==> config.mk <==
export PLATFORM = sky130hd
export DESIGN_NAME = modular_exponentiation_unit
export DESIGN_NICKNAME = d
export VERILOG_FILES = /design/src/rtl/modexp_pkg.sv /design/src/rtl/modexp_mulmod.sv /design/src/rtl/modular_exponentiation_unit.sv
export VERILOG_INCLUDE_DIRS = /design/src /design/src/rtl
export SDC_FILE = /design/constraint.sdc
export NUM_CORES = 1
export LEC_CHECK = 0
export BUFFER_PORTS_ARGS = -buffer_cell sky130_fd_sc_hd__buf_2
export CAP_MARGIN = 20
export CORE_MARGIN = 4
export CORE_UTILIZATION = 59
export CTS_BUF_LIST = sky130_fd_sc_hd__clkbuf_4
export DETAILED_ROUTE_END_ITERATION = 6
export GPL_ROUTABILITY_DRIVEN = 1
export PLACE_DENSITY = 0.86
export SLEW_MARGIN = 20
export SYNTH_ARGS = -nofsm -noshare
export SYNTH_HDL_FRONTEND = slang
export SYNTH_SLANG_ARGS = --single-unit
==> constraint.sdc <==
create_clock -name i_clk -period 7.35 [get_ports i_clk]
set_input_delay 0.735 -clock i_clk [delete_from_list [all_inputs] [get_ports i_clk]]
set_output_delay 0.735 -clock i_clk [all_outputs]
set_load 0.01 [all_outputs]
==> src/rtl/modular_exponentiation_unit_assert.svh <==
// ----------------------------------------------------------------------------
// Assertion macros for the modular exponentiation unit
// Implication assertions on the rising clock edge with an active-low reset.
// ----------------------------------------------------------------------------
`ifndef MODULAR_EXPONENTIATION_UNIT_ASSERT_SVH
`define MODULAR_EXPONENTIATION_UNIT_ASSERT_SVH

`ifndef SYNTH

`define MODEXP_ASSERT_IMPLY(lbl, clk, rst_n, ante, cons, msg) \
    lbl: assert property (@(posedge clk) disable iff (!rst_n) (ante) |-> (cons)) \
        else $error(msg);

`define MODEXP_ASSERT_NEXT(lbl, clk, rst_n, ante, cons, msg) \
    lbl: assert property (@(posedge clk) disable iff (!rst_n) (ante) |=> (cons)) \
        else $error(msg);

`else

`define MODEXP_ASSERT_IMPLY(lbl, clk, rst_n, ante, cons, msg)

`define MODEXP_ASSERT_NEXT(lbl, clk, rst_n, ante, cons, msg)

`endif

`endif

==> src/rtl/modexp_pkg.sv <==
// ----------------------------------------------------------------------------
// Modular exponentiation package
// Item types and the status bundle of the serial modular multiplier.
// ----------------------------------------------------------------------------
package modexp_pkg;

    localparam int FIELD_W = 32;

    typedef logic [FIELD_W-1:0] t_field;

    typedef struct packed {
        t_field base_value;
        t_field exponent_value;
        t_field modulus_value;
    } t_in_item;

    typedef struct packed {
        t_field power_residue;
        logic   modulus_zero_error;
    } t_out_item;

    typedef struct packed {
        logic busy;
        logic done;
    } t_mm_sts;

endpackage

==> src/rtl/modexp_mulmod.sv <==
// ----------------------------------------------------------------------------
// Serial modular multiplier
// Interleaved shift-and-add product x * y mod m, one bit of y per cycle,
// most significant bit first, with the reduction folded into every step.
// ----------------------------------------------------------------------------
`include "modular_exponentiation_unit_assert.svh"

module modexp_mulmod #(
    parameter int W = 32
) (
    input  logic               i_clk,
    input  logic               i_rst_n,
    input  logic               i_start,
    input  logic [W-1:0]       i_x,
    input  logic [W-1:0]       i_y,
    input  logic [W-1:0]       i_m,
    output logic [W-1:0]       o_prod,
    output modexp_pkg::t_mm_sts o_sts
);

    localparam int CW = $clog2(W + 1);

    logic [W-1:0]  r_acc;
    logic [W-1:0]  r_x;
    logic [W-1:0]  r_y;
    logic [W-1:0]  r_m;
    logic [CW-1:0] r_cnt;
    logic          r_busy;
    logic          r_done;

    logic [W+1:0]  w_sum;
    logic [W+1:0]  w_m1;
    logic [W+1:0]  w_m2;
    logic [W+1:0]  w_red;
    logic [W-1:0]  n_acc;

    always_comb begin
        w_sum = {1'b0, r_acc, 1'b0} + (r_y[W-1] ? {2'b00, r_x} : {(W+2){1'b0}});
        w_m1  = {2'b00, r_m};
        w_m2  = {1'b0, r_m, 1'b0};
        if (w_sum >= w_m2) begin
            w_red = w_sum - w_m2;
        end else if (w_sum >= w_m1) begin
            w_red = w_sum - w_m1;
        end else begin
            w_red = w_sum;
        end
        n_acc = w_red[W-1:0];
    end

    always_ff @(posedge i_clk) begin
        if (!i_rst_n) begin
            r_busy <= 1'b0;
            r_done <= 1'b0;
            r_cnt  <= '0;
        end else begin
            r_done <= 1'b0;
            if (i_start) begin
                r_busy <= 1'b1;
                r_cnt  <= CW'(W);
            end else if (r_busy) begin
                r_cnt <= r_cnt - CW'(1);
                if (r_cnt == CW'(1)) begin
                    r_busy <= 1'b0;
                    r_done <= 1'b1;
                end
            end
        end
    end

    always_ff @(posedge i_clk) begin
        if (i_start) begin
            r_acc <= '0;
            r_x   <= i_x;
            r_y   <= i_y;
            r_m   <= i_m;
        end else if (r_busy) begin
            r_acc <= n_acc;
            r_y   <= {r_y[W-2:0], 1'b0};
        end
    end

    assign o_prod      = r_acc;
    assign o_sts.busy  = r_busy;
    assign o_sts.done  = r_done;

    `MODEXP_ASSERT_NEXT(a_done_pulse, i_clk, i_rst_n, r_done, !r_done, "done held longer than one cycle")
    `MODEXP_ASSERT_IMPLY(a_done_reduced, i_clk, i_rst_n, r_done, r_acc < r_m, "product not reduced")
    `MODEXP_ASSERT_IMPLY(a_cnt_live, i_clk, i_rst_n, r_busy && !i_start, r_cnt != '0, "busy with empty count")

endmodule

==> src/rtl/modular_exponentiation_unit.sv <==
// An item with a zero modulus goes from the idle state straight to the hold state, which
// loads the result. Otherwise the shared multiplier first reduces the base, then squares
// once per exponent bit up to the highest set bit and multiplies once per set bit, with
// the S_BIT dispatch state visited before each bit and the S_HOLD state at the end.
// Throughput: one item at a time; the next item may enter in the cycle after a result loads.
// Reset: synchronous, active low; clears the sequencer and the output valid.
// ----------------------------------------------------------------------------
// Modular exponentiation unit
// Right-to-left square-and-multiply over a shared bit-serial modular
// multiplier; the exponent is shifted out least significant bit first.
// ----------------------------------------------------------------------------
`include "modular_exponentiation_unit_assert.svh"

module modular_exponentiation_unit #(
    parameter int OPERAND_WIDTH = 32
) (
    input  logic                  i_clk,
    input  logic                  i_rst_n,
    input  logic                  i_in_valid,
    output logic                  o_in_stall,
    input  modexp_pkg::t_in_item  i_in_item,
    output logic                  o_out_valid,
    input  logic                  i_out_stall,
    output modexp_pkg::t_out_item o_out_item
);

    localparam int W  = OPERAND_WIDTH;
    localparam int FW = modexp_pkg::FIELD_W;

    typedef enum logic [5:0] {
        S_IDLE = 6'b000001,
        S_BASE = 6'b000010,
        S_BIT  = 6'b000100,
        S_MUL  = 6'b001000,
        S_SQR  = 6'b010000,
        S_HOLD = 6'b100000
    } t_state;

    t_state                r_state, n_state;
    logic [W-1:0]          r_acc, n_acc;
    logic [W-1:0]          r_pw, n_pw;
    logic [W-1:0]          r_exp, n_exp;
    logic [W-1:0]          r_m, n_m;
    logic                  r_err, n_err;
    logic                  r_ovalid, n_ovalid;
    modexp_pkg::t_out_item r_out, n_out;

    logic [W-1:0]          w_base;
    logic [W-1:0]          w_exp;
    logic [W-1:0]          w_mod;
    logic [W-1:0]          w_one;

    logic                  mm_start;
    logic [W-1:0]          mm_x;
    logic [W-1:0]          mm_y;
    logic [W-1:0]          mm_m;
    logic [W-1:0]          mm_prod;
    modexp_pkg::t_mm_sts   mm_sts;

    assign w_base = W'(i_in_item.base_value);
    assign w_exp  = W'(i_in_item.exponent_value);
    assign w_mod  = W'(i_in_item.modulus_value);
    assign w_one  = (w_mod == W'(1)) ? '0 : W'(1);

    modexp_mulmod #(
        .W (W)
    ) u_mulmod (
        .i_clk   (i_clk),
        .i_rst_n (i_rst_n),
        .i_start (mm_start),
        .i_x     (mm_x),
        .i_y     (mm_y),
        .i_m     (mm_m),
        .o_prod  (mm_prod),
        .o_sts   (mm_sts)
    );

    always_comb begin
        n_state  = r_state;
        n_acc    = r_acc;
        n_pw     = r_pw;
        n_exp    = r_exp;
        n_m      = r_m;
        n_err    = r_err;
        n_out    = r_out;
        n_ovalid = r_ovalid && i_out_stall;
        mm_start = 1'b0;
        mm_x     = r_acc;
        mm_y     = r_pw;
        mm_m     = r_m;
        case (r_state)
            S_IDLE: begin
                if (i_in_valid) begin
                    n_m   = w_mod;
                    n_exp = w_exp;
                    if (w_mod == '0) begin
                        n_acc   = '0;
                        n_err   = 1'b1;
                        n_state = S_HOLD;
                    end else begin
                        n_acc    = w_one;
                        n_err    = 1'b0;
                        mm_start = 1'b1;
                        mm_x     = w_one;
                        mm_y     = w_base;
                        mm_m     = w_mod;
                        n_state  = S_BASE;
                    end
                end
            end
            S_BASE: begin
                if (mm_sts.done) begin
                    n_pw    = mm_prod;
                    n_state = S_BIT;
                end
            end
            S_BIT: begin
                if (r_exp == '0) begin
                    n_state = S_HOLD;
                end else if (r_exp[0]) begin
                    mm_start = 1'b1;
                    n_state  = S_MUL;
                end else begin
                    mm_start = 1'b1;
                    mm_x     = r_pw;
                    n_state  = S_SQR;
                end
            end
            S_MUL: begin
                if (mm_sts.done) begin
                    n_acc    = mm_prod;
                    mm_start = 1'b1;
                    mm_x     = r_pw;
                    n_state  = S_SQR;
                end
            end
            S_SQR: begin
                if (mm_sts.done) begin
                    n_pw    = mm_prod;
                    n_exp   = r_exp >> 1;
                    n_state = S_BIT;
                end
            end
            S_HOLD: begin
                if (!r_ovalid || !i_out_stall) begin
                    n_ovalid                 = 1'b1;
                    n_out.power_residue      = FW'(r_acc);
                    n_out.modulus_zero_error = r_err;
                    n_state                  = S_IDLE;
                end
            end
            default: begin
                n_state = S_IDLE;
            end
        endcase
    end

    always_ff @(posedge i_clk) begin
        if (!i_rst_n) begin
            r_state  <= S_IDLE;
            r_ovalid <= 1'b0;
        end else begin
            r_state  <= n_state;
            r_ovalid <= n_ovalid;
        end
    end

    always_ff @(posedge i_clk) begin
        r_acc <= n_acc;
        r_pw  <= n_pw;
        r_exp <= n_exp;
        r_m   <= n_m;
        r_err <= n_err;
        r_out <= n_out;
    end

    assign o_in_stall  = (r_state != S_IDLE);
    assign o_out_valid = r_ovalid;
    assign o_out_item  = r_out;

    `MODEXP_ASSERT_IMPLY(a_start_idle_mul, i_clk, i_rst_n, mm_start, !mm_sts.busy, "multiplier started while busy")
    `MODEXP_ASSERT_IMPLY(a_done_expected, i_clk, i_rst_n, mm_sts.done, (r_state == S_BASE) || (r_state == S_MUL) || (r_state == S_SQR), "product arrived in wrong state")
    `MODEXP_ASSERT_IMPLY(a_operands_reduced, i_clk, i_rst_n, r_state == S_BIT, (r_acc < r_m) && (r_pw < r_m), "operand not below modulus")
    `MODEXP_ASSERT_NEXT(a_accept_moves, i_clk, i_rst_n, i_in_valid && !o_in_stall, (r_state == S_BASE) || (r_state == S_HOLD), "accepted item not started")

endmodule

* Word-level counts from Yosys, hierarchy flattened
Index checks and enable logic that the tools add are counted.
** Storage, ports and cells
- Flip-flop bits (word level) :: 305
** Cells by class
- Add/subtract/negate cells :: 4
- $lt $le $gt $ge :: 2
- Equal/unequal tests :: 14
- Muxes and demuxes :: 47
- Bitwise operators :: 2
- Reduce and logical (&&, ||, !) cells :: 18
** Operator list (count)
- 32-bit two-way mux :: 20
- 32-bit one-hot mux with 2 select lines :: 2
- 32-bit one-hot mux with 3 select lines :: 1
- 32-bit zero test :: 2
- 32-bit subtractor :: 2
- 6-bit two-way mux :: 8
- 33-bit by 32-bit adder with 34-bit output :: 1
- 34-bit by 32-bit greater-or-equal comparator with 1-bit output :: 1
- 34-bit by 33-bit greater-or-equal comparator with 1-bit output :: 1
- 32-bit by 1-bit == test with 1-bit output, second input constant :: 1
- 6-bit one-hot mux with 5 select lines :: 1
- 1-bit two-way mux :: 13
- 6-bit by 1-bit == test with 1-bit output, second input constant :: 2
- 6-bit by 2-bit == test with 1-bit output, second input constant :: 1
- 6-bit by 3-bit == test with 1-bit output, second input constant :: 1
- 6-bit by 4-bit == test with 1-bit output, second input constant :: 1
- 6-bit by 5-bit == test with 1-bit output, second input constant :: 1
- 6-bit == test, second input constant :: 1
- 2-bit by 1-bit != test with 1-bit output, second input constant :: 3
- 6-bit by 1-bit != test with 1-bit output, second input constant :: 1
- 2-bit AND reduction :: 3
- 3-bit AND reduction :: 2
- 2-bit nonzero test :: 3
- 6-bit by 1-bit subtractor with 6-bit output, second input constant :: 1
- other kinds (10) :: 14

* Depth between registers and ports, before layout
Gate-level depths: netlist of the first run.
- Word-level depth :: 5
- Mapped depth :: 27
- Gate-level depth less buffers :: 23

* Modules after synthesis
A second synthesis of the first run with hierarchy kept.
** Unflattened totals
- Cells, all modules :: 1526
- Area total of the unflattened synthesis :: 17536.8 µm²
** By module, submodules not included
- modexp_mulmod :: instances 1, cells an instance 1100, area each 10321.1 µm², sequential area each 3683.5 µm²
- modular_exponentiation_unit :: instances 1, cells an instance 426, area each 7215.7 µm², sequential area each 5004.8 µm²

* Worst setup path after synthesis of the first run
Ideal clock, no wire load.
- Kind :: register to register
- Start point :: reg u_mulmod.r_y[31]
- End point :: reg u_mulmod.r_acc[16], in the netlist u_mulmod.o_prod[16]
- Data arrival time :: 4959 ps
- Data required time :: 7189 ps
- Setup slack :: 2231 ps
- Cell stages (with the launch flop) :: 24
- Clock period less this slack :: 5119 ps
- Path through :: edfxtp_1 clkbuf_1 and2_1 ha_1 inv_1 fa_1 nand2b_1 a211oi_1 o2111a_1 o41a_1 a31oi_1 o21ai_0 xor2_1 ha_1 a21oi_1 nor2b_1 a2111oi_0 o31ai_1 a31oi_4 o311ai_4 buf_2 buf_1 a211oi_1 o32ai_1
** Between the ends
- Longest elaborated chain between the ends :: 5
** Ends and longest elaborated chain
- start, declared :: line modexp_mulmod.sv:25 : logic [W-1:0] r_y;
- start signal, assigned :: line modexp_mulmod.sv:75 : r_y <= i_y;
- start signal, assigned :: line modexp_mulmod.sv:79 : r_y <= {r_y[W-2:0], 1'b0};
- 32-bit two-way mux (*) :: line modexp_mulmod.sv:38 : w_sum = {1'b0, r_acc, 1'b0} + (r_y[W-1] ? {2'b00, r_x} : {(W+2){1'b0}});
- 33-bit by 32-bit adder with 34-bit output (*) :: line modexp_mulmod.sv:38
- 32-bit subtractor or 34-bit by 32-bit greater-or-equal comparator with 1-bit output (tied branches) :: line modexp_mulmod.sv:44, modexp_mulmod.sv:43
- 32-bit two-way mux :: line modexp_mulmod.sv:43 : end else if (w_sum >= w_m1) begin
- 32-bit two-way mux (*) :: line modexp_mulmod.sv:41 : if (w_sum >= w_m2) begin
- end signal, assigned :: line modexp_mulmod.sv:78 : r_acc <= n_acc;
- end, declared :: line modexp_mulmod.sv:23 : logic [W-1:0] r_acc;
Every way passes the cells marked *; elsewhere a longest branch is shown, timed or not.
A chain may end at the register's enable or synchronous reset.

* Final worst setup path of the first run
- Start point :: reg u_mulmod.r_y[31]
- End point :: reg u_mulmod.r_acc[4], in the netlist u_mulmod.o_prod[4]
The elaborated chain is that of the path after synthesis.

==> results summary, run 1 <==
Synthesis produced a netlist with a net count of 1784. The area of the core region came out at 28900 sq um. Summed over all layers, the global routing overflow is 0. Once detail routing completed, the nets flagged for antenna violations numbered 0.

The run finished with clean final reports. The maximum achievable frequency is 153 MHz. The cell with the most instances after synthesis is sky130_fd_sc_hd__edfxtp_1. The combined area of all synthesized cells came out at 17500 sq um.

During synthesis, Yosys emitted a total of 0 warnings. The average wire length per cell after detail routing is 19.4 um. The power density over the cells came out at 429 nW/um^2. After filler insertion, the fill cell instance count of the layout stands at 2155. The worst setup path is launched from a flop. Data arrives at the worst endpoint at 7.05 ns.

The area enclosed by the die boundary came out at 32400 sq um. The pin count of the biggest net entering global routing is 89. The synthesized design contains 305 register bits.

The post-CTS setup buffer count is 0. The post-route netlist has 21.3% of its cells at a drive strength greater than 1. The maximum buffer depth of the clock tree came out at 3. The multi-input gate area in the final layout came out at 8250 sq um.

The total number of vias came out at 13239. The global-route wire length before repair came out at 67.8 mm. The count of unresolved DRC violations after routing came out at 0. After synthesis, the largest area contributor takes up 44.3% of total cell area. The final period utilization is 88.7%. Measured along the x axis, the die boundary spans 180 um. The class of the most critical hold timing path is in2reg. sky130_fd_sc_hd__edfxtp_1 takes more of the synthesized area than any other cell. The max-slew violation total from the final report is 0. Ranked by instance count, the synthesized netlist is headed by sky130_fd_sc_hd__edfxtp_1 (258), sky130_fd_sc_hd__nand2_1 (117), sky130_fd_sc_hd__a21oi_1 (107). The worst vdd rail ir drop is 184 uV. The number of antenna violations at the first check in global routing came out at 1. For this run, the share of the core covered by cells in the final layout is 67.7%.

The detailed-router iteration count before antenna repair came out at 5. The per-cell via count in the routed design came out at 6.01. The number of distinct library cell variants in the gate-level netlist after synthesis came out at 88.

In the final layout, flip-flops and latches occupy 8690 sq um. In this run, post-CTS repair resized a total of 0 instances. The via count of the first global-routing pass came out at 12898. The count of clock tree sinks came out at 305.

The max-cap check violation count is 0. The post-synthesis average cell area came out at 11.0 sq um. The class of the most critical setup path is reg2reg. The count of flip-flops with a built-in enable after synthesis is 258. The total wire length came out at 42.8 mm.

The number of cells produced by synthesis is 1584. The clock insertion delay at the later pin of the skew report is 0.73 ns. Yosys attributes the largest share of cell area to sky130_fd_sc_hd__edfxtp_1 (44%), sky130_fd_sc_hd__ha_1 (6.9%), sky130_fd_sc_hd__dfxtp_1 (5.4%), sky130_fd_sc_hd__mux2_2 (4.3%), sky130_fd_sc_hd__a21oi_1 (3.1%). The height of the chip came out at 180 um. The I/O pin count is 135. The final critical-path required period is 6.52 ns. The number of failing setup endpoints in the final timing report is 0. CTS built an H-tree with a depth of 3. STA classifies the critical path endpoint as a flop.

The number of buffers created by CTS came out at 79. The sum of net half-perimeters after detailed placement came out at 31.0 mm. The CTS clock-pin slew for the worst setup and hold paths is 0.07 ns. The relative area change from synthesis to final layout is 12.1%. The hold violation total from the final report came out at 0. The worst slew margin relative to its limit came out at 25.7%. In this run the worst path has a maximum fanout of 49. The cell sitting at the root of the clock tree is a sky130_fd_sc_hd__clkbuf_4. The sum of negative setup slack is 0 ns. Data on the critical path is required at its endpoint by 7.88 ns. The DRC violation total after the first TritonRoute iteration is 1251. The slew at the pin closest to its max-slew limit came out at 1.11 ns. The net count of the finished layout is 1953.

TritonCTS built the clock tree. During placement, the flow inserted port buffers numbering 134. The weighted congestion at the end of routability-driven global placement is 0.985. In this run the core area contains 62 standard-cell rows. For this design, the CTS-stage hold fixing added 0 buffers.

Clock skew on the completed layout was measured at 0.0757 ns. The initial utilization of the core area, before any placement, comes to 60.4%. For this run, the leading register cell type out of synthesis is sky130_fd_sc_hd__edfxtp_1.

The fraction of registers with async set/reset is 0%. The static leakage came out at 8.07 nW. The sequential share of the synthesized area came out at 49.7%. Setup repair after global routing left no endpoint under its margin.

Global routing used 25.5% of the available tracks across all layers.
-- final cells by class --
class,instances,area share (%)
antenna,1,0.0128
tap,384,2.45
multi-input combinational,1141,42.2
timing repair buffer,152,4.34
clock buffer,117,4.49
clock inverter,29,0.748
inverter,74,1.42
sequential,305,44.4
-- stage by stage --
step / hold WS (ns) / cells / setup WS (ns) / cell area [sq um] / power, mW
global placement: 0.433 / 2053 / 1.20 / 18500 / 6.75
floorplan: 0.400 / 1584 / 2.23 / 17500 / 5.80
finish: 0.230 / 2203 / 0.829 / 19600 / 8.41
detailed placement: 0.434 / 2053 / 1.05 / 18500 / 6.83
global route: 0.200 / 2203 / 0.447 / 19600 / 8.98
CTS: 0.177 / 2199 / 0.964 / 19500 / 8.33
-- sequential cells by signal, summed over array words and instances (netlist names), 6 cells and up --
name,flops
r_exp,32
u_mulmod.r_m,32
u_mulmod.r_y,32
u_mulmod.o_prod,32
r_acc,32
r_m,32
u_mulmod.r_cnt,6
r_state,6
r_pw,32
u_mulmod.r_x,32
o_out_item,33
-- critical path, cell delays in order (launching register included) --
cell and delay, ns:
sky130_fd_sc_hd__edfxtp_1 0.67, sky130_fd_sc_hd__and2_1 0.24, sky130_fd_sc_hd__ha_1 0.21, sky130_fd_sc_hd__inv_1 0.06, sky130_fd_sc_hd__fa_1 0.40, sky130_fd_sc_hd__nand2b_1 0.20
sky130_fd_sc_hd__a211oi_1 0.37, sky130_fd_sc_hd__o2111a_1 0.33, sky130_fd_sc_hd__o41a_1 0.19, sky130_fd_sc_hd__a31oi_1 0.15, sky130_fd_sc_hd__o21ai_0 0.23, sky130_fd_sc_hd__xor2_1 0.44
sky130_fd_sc_hd__ha_1 0.41, sky130_fd_sc_hd__a21o_1 0.21, sky130_fd_sc_hd__a21boi_0 0.17, sky130_fd_sc_hd__o21ai_0 0.17, sky130_fd_sc_hd__nor4_1 0.41, sky130_fd_sc_hd__o31ai_1 0.20
sky130_fd_sc_hd__a211oi_4 0.17, sky130_fd_sc_hd__buf_4 0.48, sky130_fd_sc_hd__mux2_2 0.40, sky130_fd_sc_hd__o21ai_1 0.13, sky130_fd_sc_hd__o31ai_1 0.08
-- cells by family after synthesis --
logic type / count (synthesis) / synth area share, %
AND/OR/NAND/NOR: 422 / 12.2
XOR/XNOR: 85 / 4.26
flip-flops: 305 / 49.7
buffers and inverters: 138 / 3.28
adder cells (fa/ha/maj): 100 / 7.29
multiplexers: 113 / 6.99
AO/OA/AOI/OAI: 421 / 16.3
-- routing by layer --
layer	vias to the layer above	part of all wire, %	GRT usage, %
li1	6353	-	-
met2	553	44	38.7
met4	0	2.3	7.59
met3	75	7.8	4.54
met5	-	0	0
met1	6258	46	37.9
-- cells in the final DEF, fill, tap and decap left out, drive strengths merged, types with 20 or more instances in the layout --
cell type  synthesis  layout
ha                97      97
clkinv             0      24
a21o              31      31
nand2            117     117
xnor2             51      51
mux2              72      72
inv               74      77
clkbuf            44     117
dfxtp             47      47
nor4              22      22
a21oi            112     112
buf               20     152
and2              63      63
mux2i             41      41
a22o              34      34
nand3             27      27
nor2              85      85
edfxtp           258     258
a31oi             20      20
xor2              34      34
o21ai             98      98
-- power breakdown --
group	total, mW	internal (mW)	switching, mW
Clock	1.47	0.743	0.730
Combinational	4.56	1.80	2.76
Sequential	2.37	2.19	0.185
-- worst paths after layout --
check,from,slack [ns],endpoint,cells past startpoint
worst max-delay path,u_mulmod.r_y[31],0.83,u_mulmod.o_prod[4],22
worst min-delay path,i_in_item[31],0.23,r_m[31],1
worst max register to register,u_mulmod.r_y[31],0.83,u_mulmod.o_prod[4],22
worst min register to register,r_acc[6],0.43,o_out_item[7],0
(Power assumes the default switching activity.)
==> run 2, diff against run 1 <==
- CELL_PAD_IN_SITES_DETAIL_PLACEMENT: default -> 1
- CELL_PAD_IN_SITES_GLOBAL_PLACEMENT: default -> 2
- CORE_UTILIZATION: 59 -> 42
- PLACE_DENSITY: 0.86 -> 0.9
==> run 2 against run 1 <==
  * Critical path depth stayed put
  * Die area is 39% higher
  * Final cell count is 7.7% higher
  * Setup slack better by 0.28 ns
  * Fmax is 4.4% higher
  * Worst hold slack worse by 0.083 ns
  * Critical endpoint is now u_mulmod.o_prod[28]
  * Largest cell class unchanged
  * Wire length is 15% higher
  * Sequential share of layout area is 0.81 points lower
  * First-iteration DRC count is 32% lower
  * Critical path type unchanged
==> results summary, run 2 (synthesis results as in run 1) <==
Outcome: completed (unchanged). The worst slew margin relative to its limit came out at 28.3% (was 25.7%). The global-route wire length before repair is 76.9 mm (was 67.8 mm).

The via count of the first global-routing pass was 13817 (was 12898). The clock insertion delay at the later pin of the skew report came out at 0.80 ns (was 0.73 ns). The maximum buffer depth of the clock tree came out at 3 (unchanged).

The critical path's largest stage delay is 0.58 ns (was 0.67 ns). The critical path capture point type is a flop (unchanged). The number of failing setup endpoints in the final timing report is 0 (unchanged). The final design instance area without fill was 19900 sq um (was 19600 sq um). The final critical-path required period came out at 6.24 ns (was 6.52 ns).

The horizontal extent of the die came out at 212 um (was 180 um). The critical path data required time is 8.07 ns (was 7.88 ns). The class of the most critical setup path is reg2reg (unchanged). The commonest non-fill, non-tap cell in the layout is sky130_fd_sc_hd__edfxtp_1 (unchanged).

The sum of net half-perimeters after detailed placement is 36.7 mm (was 31.0 mm). The post-CTS setup buffer count came out at 0 (unchanged). The residual antenna-violating net count after detailed routing is 0 (unchanged). The slew at the pin closest to its max-slew limit is 1.06 ns (was 1.11 ns).

The class of the most critical hold timing path is in2reg (unchanged). The maximum achievable frequency was 160 MHz (was 153 MHz). The initial core utilization is 42.6% (was 60.4%). The detailed-router iteration count before antenna repair is 5 (unchanged). The clock tree from TritonCTS is done (unchanged). The fraction of layout instances using a drive strength above 1 came out at 22.5% (was 21.3%). The slack of the critical path is 1.11 ns (was 0.829 ns). Cell Chain, Critical Path: buf_4 > and2_1 > ha_1 > a21oi_1 > nand2_1 > o2111a_1 > o41a_1 > a31oi_1 > o21bai_1 > a21oi_1 > xnor2_1 > ha_1 > nand2_1 > nor4_1 > and3_1 > nor4_1 > o31ai_1 > a211oi_4 > buf_4 > or4_1 > a31oi_1 > a31o_1 (was and2_1 > ha_1 > inv_1 > fa_1 > nand2b_1 > a211oi_1 > o2111a_1 > o41a_1 > a31oi_1 > o21ai_0 > xor2_1 > ha_1 > a21o_1 > a21boi_0 > o21ai_0 > nor4_1 > o31ai_1 > a211oi_4 > buf_4 > mux2_2 > o21ai_1 > o31ai_1). The kind of launch point of the worst setup path was a flop (unchanged).

The average wire length per cell after detail routing was 20.8 um (was 19.4 um). The post-CTS resize count was 0 (unchanged). The worst vdd rail ir drop came out at 217 uV (was 184 uV). Commonest non-fill, non-tap cells in the layout: sky130_fd_sc_hd__edfxtp_1 (258), sky130_fd_sc_hd__clkbuf_4 (141), sky130_fd_sc_hd__buf_2 (134) (was sky130_fd_sc_hd__edfxtp_1 (258), sky130_fd_sc_hd__buf_2 (134), sky130_fd_sc_hd__nand2_1 (117), sky130_fd_sc_hd__clkbuf_4 (117), sky130_fd_sc_hd__a21oi_1 (105)). The worst path arrival time is 6.96 ns (was 7.05 ns). The number of antenna violations at the first check in global routing was 2 (was 1). The maximum fanout along the worst path came out at 49 (unchanged). The minimum hold slack is 0.147 ns (was 0.230 ns).

The area enclosed by the die boundary is 44900 sq um (was 32400 sq um). The static leakage came to 8.19 nW (was 8.07 nW). The number of flip-flops in the largest register is 33 (unchanged). The CTS H-tree depth came out at 3 (unchanged). The power density over the cells is 437 nW/um^2 (was 429 nW/um^2). The sum of negative setup slack was 0 ns (unchanged). The final period utilization was 85.0% (was 88.7%). The number of buffers created by CTS came out at 87 (was 79). The pin count of the biggest net entering global routing is 72 (was 89). The clock root buffer master is sky130_fd_sc_hd__clkbuf_4 (unchanged). The max-slew violation total from the final report came out at 0 (unchanged). The clock skew after layout came out at 0.0452 ns (was 0.0757 ns). RSZ-0062 raised after global routing: no (unchanged). The DRC violation total after the first TritonRoute iteration came to 851 (was 1251).

The weighted congestion at the end of routability-driven global placement came to 0.942 (was 0.985). The pre-CTS setup slack was 1.13 ns (was 1.05 ns). The relative area change from synthesis to final layout was 14.2% (was 12.1%). The aggregate global-route resource usage is 21.7% (was 25.5%).

The CTS clock-pin slew for the worst setup and hold paths is 0.06 ns (was 0.07 ns). The I/O pin count is 135 (unchanged). The slowest library cell on the worst path was sky130_fd_sc_hd__o31ai_1 (was sky130_fd_sc_hd__edfxtp_1). The net count of the finished layout came out at 1965 (was 1953).

The total wire length is 49.3 mm (was 42.8 mm). The number of hold buffers added after cts came to 0 (unchanged). The quantity of I/O buffers inserted on ports came out at 134 (unchanged). The count of unresolved DRC violations after routing came out at 0 (unchanged). The final total power is 8.72 mW (was 8.41 mW). The count of clock tree sinks was 305 (unchanged). The max-cap check violation count is 0 (unchanged). The placement-stage cell area is 18700 sq um (was 18500 sq um).

The site row count came out at 74 (was 62). The per-cell via count in the routed design came out at 5.61 (was 6.01). The total overflow reported by the global router came to 0 (unchanged). The height of the chip was 212 um (was 180 um). The area of the core region came out at 41000 sq um (was 28900 sq um). The hold violation total from the final report came out at 0 (unchanged). The total number of vias came out at 13311 (was 13239).
## run 2: cell count changes in the layout (fill, tap and decap cells not counted), sizes merged
cell / before / now
diode: 1 / 2
clkinv: 24 / 17
clkbuf: 117 / 141
bufinv: 0 / 1
clkinvlp: 2 / 3
buf: 152 / 156
inv: 77 / 74
## run 2: critical path, delay by kind of cell, from the launching register on
kind	cells	cell delay (ns)
adders and majority gates	2	0.76
and+or+nand+nor	7	1.89
xor gates and xnor gates	1	0.17
AOI/OAI and AO/OA	10	2.42
DFF	1	0.38
buffers and inverters	2	0.56
## run 2: final timing paths
| check | start | to | cells past startpoint | slack [ns] |
|---|---|---|---|---|
| hold reg to reg | r_acc[29] | o_out_item[30] | 0 | 0.46 |
| setup / recovery | u_mulmod.r_y[31] | u_mulmod.o_prod[28] | 22 | 1.11 |
| setup reg to reg | u_mulmod.r_y[31] | u_mulmod.o_prod[28] | 22 | 1.11 |
| hold / removal | i_in_item[12] | r_m[12] | 1 | 0.15 |
## run 2: power breakdown
| group | internal, mW | switching [mW] |
|---|---|---|
| combinational | 1.82 | 2.86 |
| clock | 0.904 | 0.765 |
| sequential | 2.19 | 0.192 |
## run 2: layer usage
layer  track usage (%)  wire length (um)
met1              31.6             23900
met2              32.5             21900
met3              4.30              2300
met4              7.24              1200
met5                 0                 0
## run 2: per-stage QoR
| stage | cells | utilization [%] |
|---|---|---|
| 3_5_place_dp | 2206 | 45.6 |
| 6_report | 2372 | 48.6 |
| 5_1_grt | 2371 | 48.6 |
| 2_1_floorplan | 1584 | - |
| 4_1_cts | 2368 | 48.5 |
| 3_3_place_gp | 2206 | 45.6 |
## run 2: layout make-up
class / count / area, sq um
Clock buffer: 141 / 1060
Fill cell: 4514 / 21100
Timing Repair Buffer: 156 / 876
Inverter: 74 / 278
Tap cell: 532 / 666
Antenna cell: 2 / 5.00
Sequential cell: 305 / 8690
Clock inverter: 21 / 124
Multi-Input combinational cell: 1141 / 8250
